===== src/rtl/lineb_pkg.sv =====
package lineb_pkg;

    localparam int MIN_COL   = 2;
    localparam int MAX_COL   = 66;
    localparam int TAB_WIDTH = 5;
    localparam int TAB_MARGIN = 2;
    localparam int LINE_CAP  = 64;
    localparam int POS_W     = $clog2(LINE_CAP);

    localparam logic [7:0] SPACE_CHAR = 8'h20;

    // key command codes
    localparam logic [3:0] KIND_INS   = 4'd0;
    localparam logic [3:0] KIND_BS    = 4'd1;
    localparam logic [3:0] KIND_DEL   = 4'd2;
    localparam logic [3:0] KIND_TAB   = 4'd3;
    localparam logic [3:0] KIND_LEFT  = 4'd4;
    localparam logic [3:0] KIND_RIGHT = 4'd5;
    localparam logic [3:0] KIND_HOME  = 4'd6;
    localparam logic [3:0] KIND_END   = 4'd7;
    localparam logic [3:0] KIND_ENTER = 4'd8;

    // per-cell operations
    localparam logic [1:0] CELL_HOLD = 2'd0;
    localparam logic [1:0] CELL_INS  = 2'd1;
    localparam logic [1:0] CELL_DEL  = 2'd2;
    localparam logic [1:0] CELL_SHL  = 2'd3;

    typedef struct packed {
        logic [1:0]       op;
        logic [POS_W-1:0] pos;
        logic [7:0]       ch;
    } t_cell_ctl;

    typedef struct packed {
        logic        accepted;
        logic [6:0]  cursor_col;
        logic [6:0]  line_length;
        logic [15:0] line_number;
        logic        char_valid;
        logic [7:0]  char_out;
        logic        last;
    } t_res;

endpackage


===== src/rtl/lineb_if.sv =====
interface lineb_cmd_if;
    logic       valid;
    logic       ready;
    logic [3:0] kind;
    logic [7:0] char_in;

    modport source (output valid, kind, char_in, input ready);
    modport sink   (input valid, kind, char_in, output ready);
endinterface

interface lineb_res_if;
    logic        valid;
    logic        ready;
    logic        accepted;
    logic [6:0]  cursor_col;
    logic [6:0]  line_length;
    logic [15:0] line_number;
    logic        char_valid;
    logic [7:0]  char_out;
    logic        last;

    modport source (output valid, accepted, cursor_col, line_length, line_number,
                    char_valid, char_out, last, input ready);
    modport sink   (input valid, accepted, cursor_col, line_length, line_number,
                    char_valid, char_out, last, output ready);
endinterface


===== src/rtl/lineb_cell.sv =====
module lineb_cell (
    input  logic                         i_clk,
    input  lineb_pkg::t_cell_ctl         i_ctl,
    input  logic [lineb_pkg::POS_W-1:0]  i_idx,
    input  logic [7:0]                   i_left,
    input  logic [7:0]                   i_right,
    output logic [7:0]                   o_data
);

    logic [7:0] r_data;
    logic [7:0] n_data;

    always_comb begin
        n_data = r_data;
        unique case (i_ctl.op)
            lineb_pkg::CELL_INS: begin
                // open a gap: take the left neighbour above the cursor
                if (i_idx > i_ctl.pos) begin
                    n_data = i_left;
                end else if (i_idx == i_ctl.pos) begin
                    n_data = i_ctl.ch;
                end
            end
            lineb_pkg::CELL_DEL: begin
                if (i_idx >= i_ctl.pos) begin
                    n_data = i_right;
                end
            end
            lineb_pkg::CELL_SHL: n_data = i_right;
            default:             n_data = r_data;
        endcase
    end

    always_ff @(posedge i_clk) begin
        r_data <= n_data;
    end

    assign o_data = r_data;

endmodule


===== src/rtl/line_edit_buffer.sv =====
// Single-step status results are registered on acceptance. Tab inserts TAB_WIDTH spaces
// by the cell row, one per cycle (the last waits for output room), then reports. Enter
// drains the line from cell 0, one character item per cycle while output has room.
// Throughput: one single-step command item per cycle while results are taken; the cell
// row serves one command at a time. Reset (synchronous, active low) puts the cursor at
// the prompt column and clears length and line count; cells hold undefined data.
module line_edit_buffer (
    input  logic               i_clk,
    input  logic               i_rst_n,
    lineb_cmd_if.sink          i_cmd,
    lineb_res_if.source        o_res
);

    localparam logic [1:0] ST_IDLE  = 2'd0;
    localparam logic [1:0] ST_TAB   = 2'd1;
    localparam logic [1:0] ST_DRAIN = 2'd2;

    localparam logic [7:0] MIN_COL_8  = 8'(lineb_pkg::MIN_COL);
    localparam logic [7:0] MAX_COL_8  = 8'(lineb_pkg::MAX_COL);
    localparam logic [7:0] TAB_8      = 8'(lineb_pkg::TAB_WIDTH);
    localparam logic [7:0] CAP_8      = 8'(lineb_pkg::LINE_CAP);
    localparam logic [7:0] TAB_LIM_8  = 8'(lineb_pkg::MAX_COL - lineb_pkg::TAB_WIDTH);
    localparam logic [7:0] TAB_ROOM_8 = 8'(lineb_pkg::MAX_COL - lineb_pkg::TAB_MARGIN);
    localparam logic [6:0] MIN_COL_7  = 7'(lineb_pkg::MIN_COL);
    localparam logic [6:0] TAB_7      = 7'(lineb_pkg::TAB_WIDTH);
    localparam logic [7:0] SPACE_CHAR_W = lineb_pkg::SPACE_CHAR;

    logic [1:0]  r_state,  n_state;
    logic [6:0]  r_cursor, n_cursor;
    logic [6:0]  r_length, n_length;
    logic [15:0] r_lines,  n_lines;
    logic [6:0]  r_cnt,    n_cnt;
    lineb_pkg::t_res r_res, n_res;
    logic        r_res_valid;

    lineb_pkg::t_cell_ctl cell_ctl;
    logic [7:0]  cell_data [lineb_pkg::LINE_CAP];

    logic        out_free;
    logic        accept;
    logic        emit;
    logic        acc;
    logic        ch_valid;
    logic [7:0]  ch_out;
    logic        fin;
    logic [6:0]  pos;
    logic [7:0]  cur8;
    logic [7:0] len8;

    // the output register frees when empty or being taken
    assign out_free    = !r_res_valid || o_res.ready;
    assign i_cmd.ready = (r_state == ST_IDLE) && out_free;
    assign accept      = i_cmd.valid && i_cmd.ready;

    // cursor always sits at or beyond the prompt, so this never underflows
    assign pos  = r_cursor - MIN_COL_7;
    assign cur8 = {1'b0, r_cursor};
    assign len8 = {1'b0, r_length};

    always_comb begin
        n_state  = r_state;
        n_cursor = r_cursor;
        n_length = r_length;
        n_lines  = r_lines;
        n_cnt    = r_cnt;
        emit     = 1'b0;
        acc      = 1'b0;
        ch_valid = 1'b0;
        ch_out   = 8'd0;
        fin      = 1'b1;
        cell_ctl.op  = lineb_pkg::CELL_HOLD;
        cell_ctl.pos = pos[lineb_pkg::POS_W-1:0];
        cell_ctl.ch  = i_cmd.char_in;

        unique case (r_state)
            ST_IDLE: begin
                if (accept) begin
                    emit = 1'b1;
                    case (i_cmd.kind)
                        lineb_pkg::KIND_INS: begin
                            if (cur8 < MAX_COL_8 && len8 + MIN_COL_8 < MAX_COL_8
                                && len8 < CAP_8) begin
                                cell_ctl.op = lineb_pkg::CELL_INS;
                                n_length    = r_length + 7'd1;
                                n_cursor    = r_cursor + 7'd1;
                                acc         = 1'b1;
                            end
                        end
                        lineb_pkg::KIND_BS: begin
                            if (r_length != 7'd0 && r_cursor > MIN_COL_7) begin
                                // close the gap over the character before the cursor
                                cell_ctl.op  = lineb_pkg::CELL_DEL;
                                cell_ctl.pos = lineb_pkg::POS_W'(pos - 7'd1);
                                n_length     = r_length - 7'd1;
                                n_cursor     = r_cursor - 7'd1;
                                acc          = 1'b1;
                            end
                        end
                        lineb_pkg::KIND_DEL: begin
                            if (r_length != 7'd0 && cur8 < len8 + MIN_COL_8) begin
                                cell_ctl.op = lineb_pkg::CELL_DEL;
                                n_length    = r_length - 7'd1;
                                acc         = 1'b1;
                            end
                        end
                        lineb_pkg::KIND_TAB: begin
                            if (cur8 <= TAB_LIM_8 && len8 + TAB_8 <= TAB_ROOM_8
                                && len8 + TAB_8 <= CAP_8) begin
                                // hold the result until the last space is in
                                emit    = 1'b0;
                                n_state = ST_TAB;
                                n_cnt   = TAB_7;
                            end
                        end
                        lineb_pkg::KIND_LEFT: begin
                            if (r_cursor > MIN_COL_7) begin
                                n_cursor = r_cursor - 7'd1;
                                acc      = 1'b1;
                            end
                        end
                        lineb_pkg::KIND_RIGHT: begin
                            if (cur8 < len8 + MIN_COL_8) begin
                                n_cursor = r_cursor + 7'd1;
                                acc      = 1'b1;
                            end
                        end
                        lineb_pkg::KIND_HOME: begin
                            n_cursor = MIN_COL_7;
                            acc      = (r_cursor != MIN_COL_7);
                        end
                        lineb_pkg::KIND_END: begin
                            n_cursor = r_length + MIN_COL_7;
                            acc      = (r_cursor != n_cursor);
                        end
                        lineb_pkg::KIND_ENTER: begin
                            n_length = 7'd0;
                            n_cursor = MIN_COL_7;
                            n_lines  = r_lines + 16'd1;
                            acc      = 1'b1;
                            if (r_length != 7'd0) begin
                                // drain the line one character item per cycle while the output register has room
                                emit    = 1'b0;
                                n_state = ST_DRAIN;
                                n_cnt   = r_length;
                            end
                        end
                        default: acc = 1'b0;
                    endcase
                end
            end
            ST_TAB: begin
                // the final space waits for room in the output register
                if (r_cnt != 7'd1 || out_free) begin
                    cell_ctl.op = lineb_pkg::CELL_INS;
                    cell_ctl.ch = SPACE_CHAR_W;
                    n_length    = r_length + 7'd1;
                    n_cursor    = r_cursor + 7'd1;
                    n_cnt       = r_cnt - 7'd1;
                    if (r_cnt == 7'd1) begin
                        emit    = 1'b1;
                        acc     = 1'b1;
                        n_state = ST_IDLE;
                    end
                end
            end
            ST_DRAIN: begin
                if (out_free) begin
                    // send cell 0 and advance the row one place
                    cell_ctl.op = lineb_pkg::CELL_SHL;
                    emit        = 1'b1;
                    acc         = 1'b1;
                    ch_valid    = 1'b1;
                    ch_out      = cell_data[0];
                    fin         = (r_cnt == 7'd1);
                    n_cnt       = r_cnt - 7'd1;
                    if (r_cnt == 7'd1) begin
                        n_state = ST_IDLE;
                    end
                end
            end
            default: n_state = ST_IDLE;
        endcase

        n_res.accepted    = acc;
        n_res.cursor_col  = n_cursor;
        n_res.line_length = n_length;
        n_res.line_number = n_lines;
        n_res.char_valid  = ch_valid;
        n_res.char_out    = ch_out;
        n_res.last        = fin;
    end

    // row of character cells, each fed by both neighbours
    for (genvar g = 0; g < lineb_pkg::LINE_CAP; g++) begin : g_cell
        logic [7:0] left_d;
        logic [7:0] right_d;
        if (g == 0) begin : g_first
            assign left_d = 8'd0;
        end else begin : g_mid_l
            assign left_d = cell_data[g-1];
        end
        if (g == lineb_pkg::LINE_CAP - 1) begin : g_end
            assign right_d = 8'd0;
        end else begin : g_mid_r
            assign right_d = cell_data[g+1];
        end
        lineb_cell u_cell (
            .i_clk   (i_clk),
            .i_ctl   (cell_ctl),
            .i_idx   (lineb_pkg::POS_W'(g)),
            .i_left  (left_d),
            .i_right (right_d),
            .o_data  (cell_data[g])
        );
    end

    always_ff @(posedge i_clk) begin
        if (!i_rst_n) begin
            r_state     <= ST_IDLE;
            r_cursor    <= MIN_COL_7;
            r_length    <= 7'd0;
            r_lines     <= 16'd0;
            r_cnt       <= 7'd0;
            r_res_valid <= 1'b0;
        end else begin
            r_state  <= n_state;
            r_cursor <= n_cursor;
            r_length <= n_length;
            r_lines  <= n_lines;
            r_cnt    <= n_cnt;
            if (emit) begin
                r_res_valid <= 1'b1;
            end else if (o_res.ready) begin
                r_res_valid <= 1'b0;
            end
        end
    end

    // hold the result payload until the next emission
    always_ff @(posedge i_clk) begin
        if (emit) begin
            r_res <= n_res;
        end
    end

    assign o_res.valid       = r_res_valid;
    assign o_res.accepted    = r_res.accepted;
    assign o_res.cursor_col  = r_res.cursor_col;
    assign o_res.line_length = r_res.line_length;
    assign o_res.line_number = r_res.line_number;
    assign o_res.char_valid  = r_res.char_valid;
    assign o_res.char_out    = r_res.char_out;
    assign o_res.last        = r_res.last;

endmodule


===== src/flat_wrapper.sv =====
// flat-port wrapper written by rule: the top's interface ports become plain ports
module line_edit_buffer_flat 
  (i_clk, i_rst_n, i_cmd_valid, i_cmd_kind, i_cmd_char_in, i_cmd_ready, o_res_valid, o_res_accepted, o_res_cursor_col, o_res_line_length, o_res_line_number, o_res_char_valid, o_res_char_out, o_res_last, o_res_ready);
  lineb_cmd_if i_cmd_i ();
  lineb_res_if o_res_i ();
  input  logic i_clk;
  input  logic i_rst_n;
  input wire logic [$bits(i_cmd_i.valid)-1:0] i_cmd_valid;
  input wire logic [$bits(i_cmd_i.kind)-1:0] i_cmd_kind;
  input wire logic [$bits(i_cmd_i.char_in)-1:0] i_cmd_char_in;
  output wire logic [$bits(i_cmd_i.ready)-1:0] i_cmd_ready;
  output wire logic [$bits(o_res_i.valid)-1:0] o_res_valid;
  output wire logic [$bits(o_res_i.accepted)-1:0] o_res_accepted;
  output wire logic [$bits(o_res_i.cursor_col)-1:0] o_res_cursor_col;
  output wire logic [$bits(o_res_i.line_length)-1:0] o_res_line_length;
  output wire logic [$bits(o_res_i.line_number)-1:0] o_res_line_number;
  output wire logic [$bits(o_res_i.char_valid)-1:0] o_res_char_valid;
  output wire logic [$bits(o_res_i.char_out)-1:0] o_res_char_out;
  output wire logic [$bits(o_res_i.last)-1:0] o_res_last;
  input wire logic [$bits(o_res_i.ready)-1:0] o_res_ready;
  assign i_cmd_i.valid = i_cmd_valid;
  assign i_cmd_i.kind = i_cmd_kind;
  assign i_cmd_i.char_in = i_cmd_char_in;
  assign i_cmd_ready = i_cmd_i.ready;
  assign o_res_valid = o_res_i.valid;
  assign o_res_accepted = o_res_i.accepted;
  assign o_res_cursor_col = o_res_i.cursor_col;
  assign o_res_line_length = o_res_i.line_length;
  assign o_res_line_number = o_res_i.line_number;
  assign o_res_char_valid = o_res_i.char_valid;
  assign o_res_char_out = o_res_i.char_out;
  assign o_res_last = o_res_i.last;
  assign o_res_i.ready = o_res_ready;
  line_edit_buffer u_core (.i_clk(i_clk), .i_rst_n(i_rst_n), .i_cmd(i_cmd_i), .o_res(o_res_i));
endmodule

===== config.mk =====
export PLATFORM = sky130hd
export DESIGN_NAME = line_edit_buffer_flat
export DESIGN_NICKNAME = d
export VERILOG_FILES = /design/src/rtl/lineb_pkg.sv /design/src/rtl/lineb_if.sv /design/src/rtl/lineb_cell.sv /design/src/rtl/line_edit_buffer.sv /design/src/flat_wrapper.sv
export SDC_FILE = /design/constraint.sdc
export NUM_CORES = 1
export LEC_CHECK = 0
export BUFFER_PORTS_ARGS = -buffer_cell sky130_fd_sc_hd__buf_4
export CAP_MARGIN = 15
export CORE_MARGIN = 5
export CORE_UTILIZATION = 54
export DETAILED_ROUTE_END_ITERATION = 8
export PLACE_DENSITY = 0.71
export SLEW_MARGIN = 20
export SYNTH_ARGS = -nofsm -noshare
export SYNTH_HDL_FRONTEND = slang
export SYNTH_SLANG_ARGS = --single-unit

===== constraint.sdc =====
create_clock -name i_clk -period 12.8 [get_ports i_clk]
set_clock_uncertainty 0.05 [all_clocks]
set_input_delay 0.64 -clock i_clk [delete_from_list [all_inputs] [get_ports i_clk]]
set_output_delay 0.64 -clock i_clk [all_outputs]
set_load 0.005 [all_outputs]

==> results of run 1 <==
==> metal layers <==
| metal | share of wire [%] | track usage [%] |
|---|---|---|
| met1 | 42 | 36.8 |
| met2 | 46 | 42.2 |
| met4 | 3.8 | 10.7 |
| met3 | 8.0 | 4.21 |
| met5 | 0 | 0 |
==> path summary, 6_finish.rpt <==
path / from / to / cells after the start
hold reg to reg: u_core.r_cnt[2] / u_core.r_cnt[2] / 2
setup / recovery: u_core.r_length[2] / u_core.g_cell[55].u_cell.o_data[6] / 14
hold / removal: i_rst_n / u_core.r_cursor[1] / 2
setup reg to reg: u_core.r_length[2] / u_core.g_cell[55].u_cell.o_data[6] / 14
==> state kept, by name, indices dropped and copies added, names as in the netlist <==
| register | count |
|---|---|
| u_core.g_cell.u_cell.o_data | 512 |
| u_core.o_res.accepted | 1 |
| u_core.o_res.char_out | 8 |
| u_core.o_res.char_valid | 1 |
| u_core.o_res.cursor_col | 7 |
| u_core.o_res.last | 1 |
| u_core.o_res.line_length | 7 |
| u_core.o_res.line_number | 16 |
| u_core.o_res.valid | 1 |
| u_core.r_cnt | 7 |
| u_core.r_cursor | 7 |
| u_core.r_length | 7 |
| u_core.r_lines | 16 |
| u_core.r_state | 2 |
==> cells by family after synthesis <==
kind of cell    after synthesis  synth area share [%]
buf+inv                     343                  4.11
fa+ha+maj                    31                  1.16
flops                       593                  52.7
simple gates               1111                  14.6
compound gates              922                  17.2
mux                         293                  8.91
xor+xnor                     48                  1.27
==> cell type report <==
| type | count | area share, % |
|---|---|---|
| clock buffer | 81 | 4.90 |
| sequential | 593 | 48.2 |
| inverter | 37 | 0.384 |
| tap | 782 | 2.71 |
| multi-input combinational | 2405 | 40.0 |
| timing repair buffer | 137 | 2.89 |
| clock inverter | 37 | 0.925 |
==> worst reg2reg max path, cell delays in order (launching register included) <==
cell and delay, ns:
dfxtp_1 0.70, inv_1 0.29, ha_1 0.36, inv_1 0.08
ha_1 0.33, nand4b_1 0.10, and3_1 0.15, maj3_1 0.45
o2111a_1 0.34, o21ai_4 0.16, buf_4 0.80, buf_4 0.81
buf_6 0.76, o211ai_1 0.23, o211ai_1 0.16
==> report_power, final <==
| group | total [mW] | internal, mW | switching (mW) |
|---|---|---|---|
| sequential | 2.42 | 2.35 | 0.0732 |
| clock | 1.88 | 1.10 | 0.778 |
| combinational | 1.18 | 0.397 | 0.781 |
| total | 5.48 | 3.85 | 1.63 |
==> cell usage after synthesis, drive strengths merged (35+ instances only) <==
master | count | share of area [%]
dfxtp | 40 | 2.4
nor3 | 35 | 0.53
mux2i | 290 | 8.8
buf | 81 | 1.1
o21ai | 400 | 6.1
xnor2 | 42 | 1.1
a31oi | 161 | 3.1
nand2 | 542 | 6.2
a21oi | 105 | 1.6
inv | 36 | 0.41
nand3 | 171 | 2.6
edfxtp | 553 | 50
o211ai | 105 | 2.4
nor2 | 241 | 2.7
clkbuf | 225 | 2.6
==> metrics by stage <==
stage | cell area [um2] | power (mW) | cells
final | 36100 | 5.48 | 4072
after global routing | 36100 | 5.68 | 4072
after CTS | 36100 | 5.48 | 4072
after detailed placement | 34000 | 3.61 | 3954
after global placement | 34000 | 3.57 | 3954
after floorplan | 33000 | 3.24 | 3341
==> out/summary.md, run 1 <==
The number of warnings issued by yosys was 0; the via count of the first global-routing pass was 25695. Buffers inserted to repair hold after CTS numbered 0. The critical path is of the flop to flop type.

Clock-pin slew on the worst setup and hold paths: 0.06 ns. TritonCTS built the clock tree. The tools report the total wirelength of the detailed-routed design as 91700 um. The kind of launch point of the worst setup path was a flop. Kind of cell with the highest combined delay on the critical path: buffers and inverters. Synthesized netlist cell count: 3341. In this run, CTS created clock tree buffers numbering 66. The number of pins exceeding their max-slew limit in the final report was 0; the data arrival time of the critical path was 6.32 ns.

In this run the tool buffered the top-level ports with 58 buffer cells. For the placement row count, the log shows 90. The tools report the net count reported at finish as 3285.

Overall die width: 257 um. Summing all multi-input logic gate instances after layout gives 0.0145 mm2. The clock passes through at most 3 buffers. The share of post-route cells with drive strength above 1 works out to 9.30%.

The routed layout has 26832 vias. The run gives 12.4 nW as the leakage power total. The floorplan step set the die height to 257 um. The critical path contains buffers and inverters numbering 5 combined. Power spread over the standard cell area amounts to 152 mW/mm2. H-tree depth: 3. For the area of the mapped netlist, the log shows 0.0330 mm2. The clock reaches the later pin of the worst-skew pair after 0.60 ns. The clock drives 593 sinks. For this configuration, the core starts out at a cell density of 54.6%.

Once the clock tree was built, the setup fixing pass inserted 0 buffers. Hold timing on the final database bottoms out at a slack of 0.370 ns. The run gives 0 as the final count of hold timing violations.

Traced cell by cell, the critical path runs through inv_1 > ha_1 > inv_1 > ha_1 > nand4b_1 > and3_1 > maj3_1 > o2111a_1 > o21ai_4 > buf_4 > buf_4 > buf_6 > o211ai_1 > o211ai_1. The congestion estimate from routability-driven global placement came to 0.937. The share of synthesized flip-flops with an asynchronous set or reset was 0%. The clock period minus final worst setup slack was 5.96 ns; the worst-case setup margin in the final layout was 6.84 ns. The worst setup path is captured at a flop. The global-route wire length before repair was 144000 um; the count of flip-flops with a built-in enable after synthesis was 553.

In this design, the stage delay of the slowest critical-path cell is 0.80 ns. Of all nets on the critical path, the largest fanout is 118. The number of antenna violations at the first check in global routing is 0, and the core utilization of the finished layout is 59.8%.

The relative slew slack was 21.1%. The library cell used most frequently in the layout, excluding fill and tap cells, is edfxtp_1. The number of maximum-capacitance violations came out at 0. A synthesized cell averages 9.88 um2. After synthesis the netlist holds a flip-flop and latch count of 593. The slowest stage of the critical path is the buf_4 cell.

Worst min-delay path category: input port to flop. For this run, design rule violations remaining after detail routing come to 0. The total area inside the core boundary comes to 0.0605 mm2. The run gives 87 as the number of library cell types mapped by synthesis. For this block, the initial DRC count from the detailed router was 3516. The detailed-placement wirelength estimate is 59100 um, and the minimum setup slack among reg-to-reg paths is 6.84 ns. The tools report the pin count of the biggest net entering global routing as 277. Slew at the pin closest to its max-slew limit: 1.18 ns. Leaving out fill and tap cells, the most frequent cells in the layout are 553 x edfxtp_1, 542 x nand2_1, 355 x o21ai_0. Derived from the worst setup path, the maximum achievable clock frequency is 168 MHz. In this run the remaining antenna-violating nets after routing total 0. Most used flip-flop cell after synthesis: edfxtp_1. After detailed routing, the average wire length per cell comes to 22.5 um. Setup violations remaining at the end of the flow were counted as 0. The first TritonRoute pass finished after 6 iterations.

The number of antenna diodes in the final layout is 0. The net count after synthesis was 3386. OpenSTA, run right after detailed placement, puts the worst setup slack at 6.73 ns. The filler cells instantiated in the layout total 4932. Sequential cell area: 0.0174 mm2. Area enclosed by the die boundary: 0.0662 mm2. Top-level port count: 59. The sum of negative setup slack was 0 ns; the number of vias per cell after detailed routing was 6.59.

The total routing resource utilization after global routing was 26.5%; the final period utilization was 46.6%. Setup repair after global routing left no endpoint under its margin. Data on the critical path is required at its endpoint by 13.16 ns. For this run, the register share of the synthesized area comes to 52.7%.

The maximum vdd drop is 0.000126 V, and the layout overhead on the synthesized area is 9.48%. For this run the aggregate overflow at the end of global routing stands at 0. The run finished with clean final reports. In this run, post-CTS repair resized a total of 0 instances.

The root buffer cell chosen for the clock tree is clkbuf_16.
Note: power is estimated with default switching activity, not from simulation.
==> inputs of run 2 (changes only) <==
--- a/config.mk
+++ b/config.mk
@@ -10,7 +10,7 @@
 export CORE_MARGIN = 5
 export CORE_UTILIZATION = 54
 export DETAILED_ROUTE_END_ITERATION = 8
-export PLACE_DENSITY = 0.71
+export PLACE_DENSITY = 0.74
 export SLEW_MARGIN = 20
 export SYNTH_ARGS = -nofsm -noshare
 export SYNTH_HDL_FRONTEND = slang
==> constraint.sdc (replaced) <==
create_clock -name i_clk -period 5.1 [get_ports i_clk]
set_clock_uncertainty 0.05 [all_clocks]
set_input_delay 0.255 -clock i_clk [delete_from_list [all_inputs] [get_ports i_clk]]
set_output_delay 0.255 -clock i_clk [all_outputs]
set_load 0.005 [all_outputs]
==> run 2 against run 1 <==
Design area up 2.3%; die area stayed put; wire length grew 0.94%; utilization rose by 1.4 points.
==> out/summary.md, run 2 (same netlist as run 1, synthesis figures left out) <==
The overall die width was 257 um (unchanged). The run gives 61.1% (+1.4 points) as the core utilization of the finished layout. The tools report the worst slack at placement as 0.515 ns (-6.22 ns). The leakage power total is 12.9 nW (+4.1%), and the via count of the first global-routing pass is 25728 (+0.13%). The minimum setup slack among reg-to-reg paths was 0.44 ns (-6.39 ns); the non-filler instance count after layout was 4166 (+2.3%).

Number of setup buffers added after CTS: 0 (unchanged). The final period utilization is 91.3% (+45 points). The tools report the area enclosed by the die boundary as 0.0662 mm2 (unchanged).

The run gives 215 MHz (+28%) as the highest clock frequency the design can meet. The tools report the clock latency on the worst-skew pair as 0.62 ns (+0.02 ns). The area inside the core boundary is 0.0605 mm2 (unchanged), and the final count of negative-setup-slack endpoints is 0 (unchanged). The overall via count from detail_route was 26999 (+0.62%). The worst setup path is launched from a flop.

The cell area after placement came out at 0.0348 mm2 (+2.3%). The tools report the net count reported at finish as 3378 (+2.8%). The worst min-delay path category was input port to flop. The final non-filler cell area was 0.0370 mm2 (+2.3%). Endpoint type of the worst setup path: a flop.

The total routing resource utilization after global routing came out at 26.7% (+0.16 points). Most common cell after layout, fill and taps aside: edfxtp_1. TritonCTS built the clock tree. Critical path class: flop to flop.

For the routability congestion estimate, the log shows 0.940 (+0.31%). The flow ran to the end, and the final reports show no timing, DRC or antenna violations. Worst-case setup margin in the final layout: 0.443 ns (-6.39 ns). The pin count of the biggest net entering global routing was 150 (-46%).

The top-level port count came out at 59 (unchanged). The run gives 145000 um (+0.44%) as the global-route wire length before repair. Leaving out fill and tap cells, the most frequent cells in the layout are 553 x edfxtp_1, 542 x nand2_1, 369 x o21ai_0. Terminating pin of the worst hold path: u_core.g_cell[0].u_cell.o_data[5]. The detailed-routing iteration count for the pre-antenna-repair pass was 8 (+2). Setup repair after global routing left no endpoint under its margin.

Remaining routing DRC violations: 0 (unchanged). Number of flip-flops under the largest register name: 512 (unchanged). The starting density of the core is 54.6% (unchanged). The placement row count is 90 (unchanged), and the clock-pin slew on the worst setup and hold paths is 0.06 ns (about the same). The run gives 0 (unchanged) as the number of antenna violations at the first check in global routing.

For the maximum vdd drop, the log shows 0.000300 V (+140%). The die height came out at 257 um (unchanged). The number of pins exceeding their max-slew limit in the final report is 0 (unchanged), and the peak fanout along the critical path is 13 (-89%). The slew at the pin closest to its max-slew limit is 1.15 ns (-0.0327 ns), and the data arrival time of the critical path is 4.84 ns (-1.48 ns). The tools report the number of maximum-capacitance violations as 0 (unchanged). The number of vias per cell after detailed routing works out to 6.48 (-1.6%). For the total wirelength of the detailed-routed design, the log shows 92600 um (+0.94%). The critical register-to-register path endpoint is u_core.g_cell[40].u_cell.o_data[2].

The logs give 593 (unchanged) for the number of sinks on the clock net and 0 (unchanged) for the final count of hold timing violations. The share of post-route cells with drive strength above 1 was 11.6% (+2.3 points); the number of hold-repair buffers added at the cts stage was 1 (+1). The clock tree root buffer cell is clkbuf_16. The number of diodes is 0 (unchanged), and the DRC marker count from the first detailed-route iteration is 3483 (-0.94%). The placed cell count was 4045 (+2.3%). Sum of negative setup slack: 0 ns (unchanged). The number of instances resized during post-cts repair came out at 0 (unchanged). The number of cells on the worst hold path was 3 (+1). The detailed-placement wirelength estimate is 62500 um (+5.7%), and the clock buffer count from CTS is 67 (+1.5%). The count of filler cells inserted in the layout was 4803 (-2.6%).

The worst register-to-register path begins at u_core.r_length[0]. In this run the most critical hold path is launched from i_cmd_char_in[5]. Sum of overflow across all layers after global routing: 0 (unchanged). The average routed wire per standard cell came out at 22.2 um (-1.3%). The run gives 22.4% (+1.4 points) as the relative slew slack. Power per cell area: 375 mW/mm2 (+150%). The layout overhead on the synthesized area was 12.0%.

The tools report the count of antenna-violating nets left after detailed routing as 0 (unchanged). The number of cells on the worst reg-to-reg path is 11 (-3). Number of I/O port buffers: 58 (unchanged).

Clock period minus final worst setup slack: 4.66 ns (-1.31 ns). The tools report the H-tree depth as 3 (unchanged). Number of buffers on the longest clock path: 3 (unchanged). The data required time at the worst endpoint is 5.28 ns (-7.88 ns).
## run 2: cell count changes in the layout (fill, tap and decap cells not counted), sizes merged
cell / previous run / this run
inv: 37 / 41
clkinv: 30 / 28
bufinv: 6 / 5
dlygate4sd3: 0 / 1
buf: 137 / 228
clkinvlp: 1 / 2
## run 2: how the worst max path moves through the flow
stage	startpoint	to	slack [ns]	cells past startpoint
floorplan	u_core.r_length[2]	u_core.o_res.accepted	0.47	9
global placement	u_core.r_length[0]	u_core.g_cell[12].u_cell.o_data[0]	0.76	10
detailed placement	u_core.r_length[0]	u_core.g_cell[16].u_cell.o_data[2]	0.52	10
CTS	u_core.r_length[0]	u_core.g_cell[16].u_cell.o_data[5]	0.47	10
global route	u_core.r_length[0]	u_core.g_cell[40].u_cell.o_data[5]	0.25	11
finish	u_core.r_length[0]	u_core.g_cell[40].u_cell.o_data[2]	0.44	11
## run 2: stage by stage
step | hold WS, ns | power, mW
2_1_floorplan | 0.434 | 8.12
3_3_place_gp | 0.468 | 9.04
3_5_place_dp | 0.467 | 9.15
4_1_cts | 0.0593 | 13.9
5_1_grt | 0.0793 | 14.4
6_report | 0.0943 | 13.9
## run 2: layout make-up
type                            count  area, um2  area share (%)
Sequential cell                   593      17400            47.1
Multi-Input combinational cell   2405      14500            39.1
Timing Repair Buffer              229       1850            5.00
Clock buffer                       81       1750            4.74
Tap cell                          782        978            2.65
Clock inverter                     39        384            1.04
Inverter                           37        139           0.376
## run 2: where the power goes
| part | switching (mW) | internal (mW) |
|---|---|---|
| Combinational | 1.99 | 1.09 |
| Clock | 2.02 | 2.73 |
| Sequential | 0.165 | 5.89 |
| Total | 4.17 | 9.71 |
## run 2: critical path: stages (launching register included)
cell      delay, ns
dfxtp_1        0.31
inv_1          0.14
ha_1           0.24
nor3b_1        0.36
buf_4          0.19
and2_0         0.65
o311ai_0       0.52
and2_1         0.43
buf_4          0.21
nor3_1         0.20
nor2_1         0.06
o21ai_0        0.91
## run 2: routing by layer
layer / GRT usage, % / share of wire (%) / vias up
met5: 0 / 0 / -
met2: 42.1 / 46 / 1311
met4: 10.3 / 4.0 / 0
met1: 37.7 / 42 / 13084
li1: - / - / 12395
met3: 4.02 / 7.6 / 209
